[config.mk]
export PLATFORM = sky130hd
export DESIGN_NAME = ggpc_cell
export DESIGN_NICKNAME = d
export VERILOG_FILES = /design/src/hdl/go_to_goal_p_controller_assert.svh /design/src/hdl/ggpc_pkg.sv /design/src/hdl/ggpc_cell.sv
export SDC_FILE = /design/constraint.sdc
export NUM_CORES = 1
export LEC_CHECK = 0
export BUFFER_PORTS_ARGS = -buffer_cell sky130_fd_sc_hd__clkbuf_2
export CORE_AREA = 2 2 218 220
export DETAILED_ROUTE_END_ITERATION = 8
export DIE_AREA = 0 0 220 222
export GPL_ROUTABILITY_DRIVEN = 1
export PLACE_DENSITY = 0.68
export SETUP_SLACK_MARGIN = 0.3
export SYNTH_ARGS = -nofsm -noshare
export SYNTH_HDL_FRONTEND = slang
export SYNTH_SLANG_ARGS = --single-unit
[constraint.sdc]
create_clock -name clk_i -period 0.8 [get_ports clk_i]
set_input_delay 0.08 -clock clk_i [delete_from_list [all_inputs] [get_ports clk_i]]
set_output_delay 0.08 -clock clk_i [all_outputs]
set_load 0.01 [all_outputs]
[src/hdl/go_to_goal_p_controller_assert.svh]
// Assertion macros for the go-to-goal controller.
// Used by the top level only; compiled empty when SYNTHESIS is defined.
`ifndef GO_TO_GOAL_P_CONTROLLER_ASSERT_SVH
`define GO_TO_GOAL_P_CONTROLLER_ASSERT_SVH
`ifndef SYNTHESIS
`define GGPC_ASSERT_IMPLIES(lbl, clk, rst_n, a, c) \
  lbl: assert property (@(posedge clk) disable iff (!rst_n) (a) |-> (c)) \
    else $error("assertion failed");
`define GGPC_ASSERT_NEXT(lbl, clk, rst_n, a, c) \
  lbl: assert property (@(posedge clk) disable iff (!rst_n) (a) |=> (c)) \
    else $error("assertion failed");
`else
`define GGPC_ASSERT_IMPLIES(lbl, clk, rst_n, a, c)
`define GGPC_ASSERT_NEXT(lbl, clk, rst_n, a, c)
`endif
`endif

[src/hdl/ggpc_pkg.sv]
// Package for the go-to-goal controller: widths, constants, the lane type
// and the arctangent table. No dependencies.
`default_nettype none
package ggpc_pkg;
  localparam int POS_WIDTH    = 16;
  localparam int CORDIC_STEPS = 16;
  localparam int DIFF_W       = POS_WIDTH + 1;
  localparam int SQ_W         = 2 * DIFF_W;
  localparam int SQRT_DIGITS  = SQ_W / 2;
  localparam int NCELL        = (SQRT_DIGITS > CORDIC_STEPS) ? SQRT_DIGITS : CORDIC_STEPS;
  localparam int STAGE_W      = $clog2(NCELL);
  localparam int XY_W         = DIFF_W + 14 + 2;
  localparam int Z_W          = 21;
  localparam int BRG_W        = Z_W - 4;
  localparam int ERR_W        = 18;

  localparam logic signed [Z_W-1:0] PI_Q16     = Z_W'(205887);
  localparam logic signed [ERR_W-1:0] WRAP_LIMIT = ERR_W'(12861);
  localparam logic signed [ERR_W-1:0] WRAP_STEP  = ERR_W'(25723);
  localparam logic [20:0] LIN_MAX = 21'h1FFFFF;

  localparam logic [2:0] REG_GOAL_X       = 3'd0;
  localparam logic [2:0] REG_GOAL_Y       = 3'd1;
  localparam logic [2:0] REG_LINEAR_GAIN  = 3'd2;
  localparam logic [2:0] REG_ANGULAR_GAIN = 3'd3;
  localparam logic [2:0] REG_HOLD_TICKS   = 3'd4;

  typedef struct packed {
    logic                    valid;
    logic                    zero;
    logic                    hold;
    logic signed [14:0]      heading;
    logic signed [XY_W-1:0]  x;
    logic signed [XY_W-1:0]  y;
    logic signed [Z_W-1:0]   z;
    logic [SQ_W-1:0]         n;
    logic [SQ_W-1:0]         r;
  } lane_t;

  function automatic logic signed [Z_W-1:0] atan_q16(input logic [STAGE_W-1:0] s);
    logic signed [Z_W-1:0] v;
    case (s)
      0: v = Z_W'(51472);
      1: v = Z_W'(30386);
      2: v = Z_W'(16055);
      3: v = Z_W'(8150);
      4: v = Z_W'(4091);
      5: v = Z_W'(2047);
      6: v = Z_W'(1024);
      7: v = Z_W'(512);
      8: v = Z_W'(256);
      9: v = Z_W'(128);
      10: v = Z_W'(64);
      11: v = Z_W'(32);
      12: v = Z_W'(16);
      13: v = Z_W'(8);
      14: v = Z_W'(4);
      15: v = Z_W'(2);
      16: v = Z_W'(1);
      default: v = '0;
    endcase
    return v;
  endfunction
endpackage
`default_nettype wire

[src/hdl/ggpc_cell.sv]
// One cell of the chain: one CORDIC vectoring step (for stages below CORDIC_STEPS) and one square root digit.
// Depends on ggpc_pkg.
`default_nettype none
module ggpc_cell (
  input  wire logic                         clk_i,
  input  wire logic                         rst_ni,
  input  wire logic [ggpc_pkg::STAGE_W-1:0] stage_i,
  input  wire ggpc_pkg::lane_t              lane_i,
  output ggpc_pkg::lane_t                   lane_o
);
  ggpc_pkg::lane_t lane_d, lane_q;
  logic signed [ggpc_pkg::XY_W-1:0] xs, ys;
  logic [ggpc_pkg::SQ_W-1:0] bitv, trial;

  always_comb begin
    lane_d = lane_i;
    xs = lane_i.x >>> stage_i;
    ys = lane_i.y >>> stage_i;
    bitv = ggpc_pkg::SQ_W'(1) << (2 * (ggpc_pkg::SQRT_DIGITS - 1 - int'(stage_i)));
    trial = lane_i.r + bitv;
    if (int'(stage_i) < ggpc_pkg::CORDIC_STEPS) begin
      if (!lane_i.y[ggpc_pkg::XY_W-1]) begin
        lane_d.x = lane_i.x + ys;
        lane_d.y = lane_i.y - xs;
        lane_d.z = lane_i.z + ggpc_pkg::atan_q16(stage_i);
      end else begin
        lane_d.x = lane_i.x - ys;
        lane_d.y = lane_i.y + xs;
        lane_d.z = lane_i.z - ggpc_pkg::atan_q16(stage_i);
      end
    end
    if (int'(stage_i) < ggpc_pkg::SQRT_DIGITS) begin
      if (lane_i.n >= trial) begin
        lane_d.n = lane_i.n - trial;
        lane_d.r = (lane_i.r >> 1) + bitv;
      end else begin
        lane_d.r = lane_i.r >> 1;
      end
    end
  end

  always_ff @(posedge clk_i or negedge rst_ni) begin
    if (!rst_ni) begin
      lane_q <= '0;
    end else begin
      lane_q <= lane_d;
    end
  end

  assign lane_o = lane_q;
endmodule
`default_nettype wire

==> results.cfg <==
[run_status]
status = complete, but fails checks
failed_checks = hold timing, setup timing

[clock_network]
tritoncts = yes
cts_buffer_depth = 2
cts.sinks = 173
path_clk_slew_ns = 0.07
root_buffer = clkbuf_16
hold_buffers = 63
numCtsBuffers = 17
h-tree-depth = 4

[critical_path]
crit_fanout = 6
cp.arrival_ns = 5.60
startpoint_type = input port
end_kind = flop
critPathKind = input port to flop
required_ns = 1.19

[power]
leakagePower_nw = 16.99
powerDensity_nw_per_um2 = 1513
irDropWorstVdd_mv = 1.784

[yosys]
synthFlopType = dfrtp_1
synth_area_leaders = dfrtp_1, ha_1, mux4_2
synth.distinct_cells = 98
synth.net_count = 2873
yosysWarnings = 0
synth_top_area_share_pct = 20.89
ys_ff_latch = 173
synth_area_um2 = 20720
synth_edf_count = 0
synth_area_leader_cell = dfrtp_1
async_reset_ff_share_pct = 100.0
syn_avg_cell_area_um2 = 8.205
postSynthCellCount = 2526
seq_area_frac_synth_pct = 20.89

[job]
max-cap-violations = 0

[sta]
worstMarginPinSlew_ns = 0.7265
maxSlewViolCount = 0
fin_ws_ns = -4.409
rsz0062_at_grt = true
final_hold_viol_count = 207
max-slew-margin-rel_pct = 51.06
max_freq_mhz = 192.0
hold_ws_ns = -0.5176
post-route-period-util_pct = 651.1
fin_tns_setup_ns = -618.76
min_period_ns = 5.209
setup_viol = 328

[final_layout]
syn_to_final_growth_pct = 74.89
final_cell_mix = buf_4, clkbuf_2, nand2_1
finalNetCount = 4288
fin_area_um2 = 36250
layout_commonest_cell = buf_4
final_util_pct = 78.35
largest_reg_flops = 173
layoutNonFillerInstCount = 4562
post_route_cells_drive_above_1_share_pct = 52.57

[detailed_routing]
wl_per_cell_um = 23.86
via_per_inst = 6.080
drt-initial-drc-count = 2697
final_antenna_net_count = 0
drc = 0
dr.pass1.iters = 6
wirelength_um = 108800
num_vias = 27740

[floorplanning]
core_area_um2 = 46260
fp-row-count = 79
die_h_um = 222
dieArea_um2 = 48840
ios = 353
die_w_um = 220
start_util_pct = 44.80

[placed_design]
port_buffers = 352
place_inst = 4284
place_congestion = 1.018
dp_hpwl_um = 76180
placed_cell_area_um2 = 30300

[global_routing]
grt_pass1_vias = 27230
grt_max_degree = 59
grt_pass1_wl_um = 153800
grt_overflow_total = 0
antenna_found_initial = 2
grt.total_usage_pct = 40.84

[worst_hold_path]
hp-class = input port to async pin
power breakdown:
group	total [W]	switching, W	leakage [nW]	internal [W]
Combinational	0.0350	0.0176	14.7	0.0174
Sequential	0.0109	0.000637	2.05	0.0102
Clock	0.00898	0.00435	0.272	0.00463
Total	0.0549	0.0226	17.0	0.0322
through the flow:
stage	worst slack [ns]	power, W
finish	-4.409	0.05486
global route	-4.579	0.05729
CTS	-4.224	0.05078
detailed placement	-5.257	0.03804
global placement	-5.220	0.03743
floorplan	-4.825	0.02489
worst max-delay path, stage by stage:
cell and delay (ns):
buf_8 0.09, buf_12 0.13, buf_12 0.12, buf_16 0.13
mux4_2 0.54, mux4_2 0.55, a211oi_4 0.34, nor4b_4 0.26
and4b_4 0.32, or3b_4 0.42, buf_6 0.13, buf_6 0.10
o211ai_1 0.15, o21ai_1 0.09, a21o_1 0.20, ha_4 0.27
o21a_1 0.16, o21ai_2 0.08, or3_4 0.35, and3_4 0.20
a211oi_4 0.24, a31oi_2 0.13, xor2_1 0.18, nor2_1 0.07
xnor2_1 0.26
cells in the mapped netlist, types with 26 or more instances:
master	instances
nand2_1	312
o21ai_0	238
a21oi_1	201
nor2_1	176
dfrtp_1	173
ha_1	163
xnor2_1	131
xor2_1	90
clkbuf_1	78
mux4_2	71
inv_1	64
a31oi_1	58
a21o_1	55
mux2i_1	49
nand3_1	42
nor3_1	36
nand2b_1	33
o21bai_1	32
and2_1	30
nor2b_1	30
nand4_1	27
a211oi_1	26
repair_timing:
action	CTS	global route
endpoints found under the hold margin	316	199
setup endpoints to repair	328	328
cloned	23	1
pin swaps	147	231
resized for setup	371	328
buffers inserted	81	77
layer usage:
| layer | part of all wire [%] | track usage [%] |
|---|---|---|
| met3 | 7.9 | 7.270 |
| met2 | 48 | 70.20 |
| met1 | 37 | 47.29 |
| met4 | 7.6 | 23.71 |
| met5 | 0 | 0 |
logic make-up (layout without fill, tap and decap cells):
logic type	after synthesis	after routing	share of synthesized area, %
AO/OA/AOI/OAI	812	812	24.49
buffers and inverters	201	1626	4.395
flip-flops	173	173	20.89
adder cells (fa/ha/maj)	169	169	10.32
multiplexers	147	147	11.84
XOR/XNOR	221	221	9.340
AND/OR/NAND/NOR	803	805	18.73
other	0	2	0
path summary, 6_finish.rpt:
check,from,to,slack [ns],depth (start not counted)
setup / recovery,stage_i[0],lane_o[154]$_DFF_PN0_,-4.41,25
min in group clk_i,lane_i[72],lane_o[72]$_DFF_PN0_,-0.16,2
hold / removal,rst_ni,lane_o[65]$_DFF_PN0_,-0.52,1
max in group asynchronous,rst_ni,lane_o[18]$_DFF_PN0_,0.78,2
cell type report:
cell class	instances	area, um2
clock buffer	17	425.4
timing repair buffer	1530	12020
antenna	2	5.005
multi-input combinational	2154	18290
clock inverter	14	160.2
tap	607	759.5
sequential	173	4329
fill	2988	10010
inverter	65	250.2
Power figures use the tool's default switching activity.
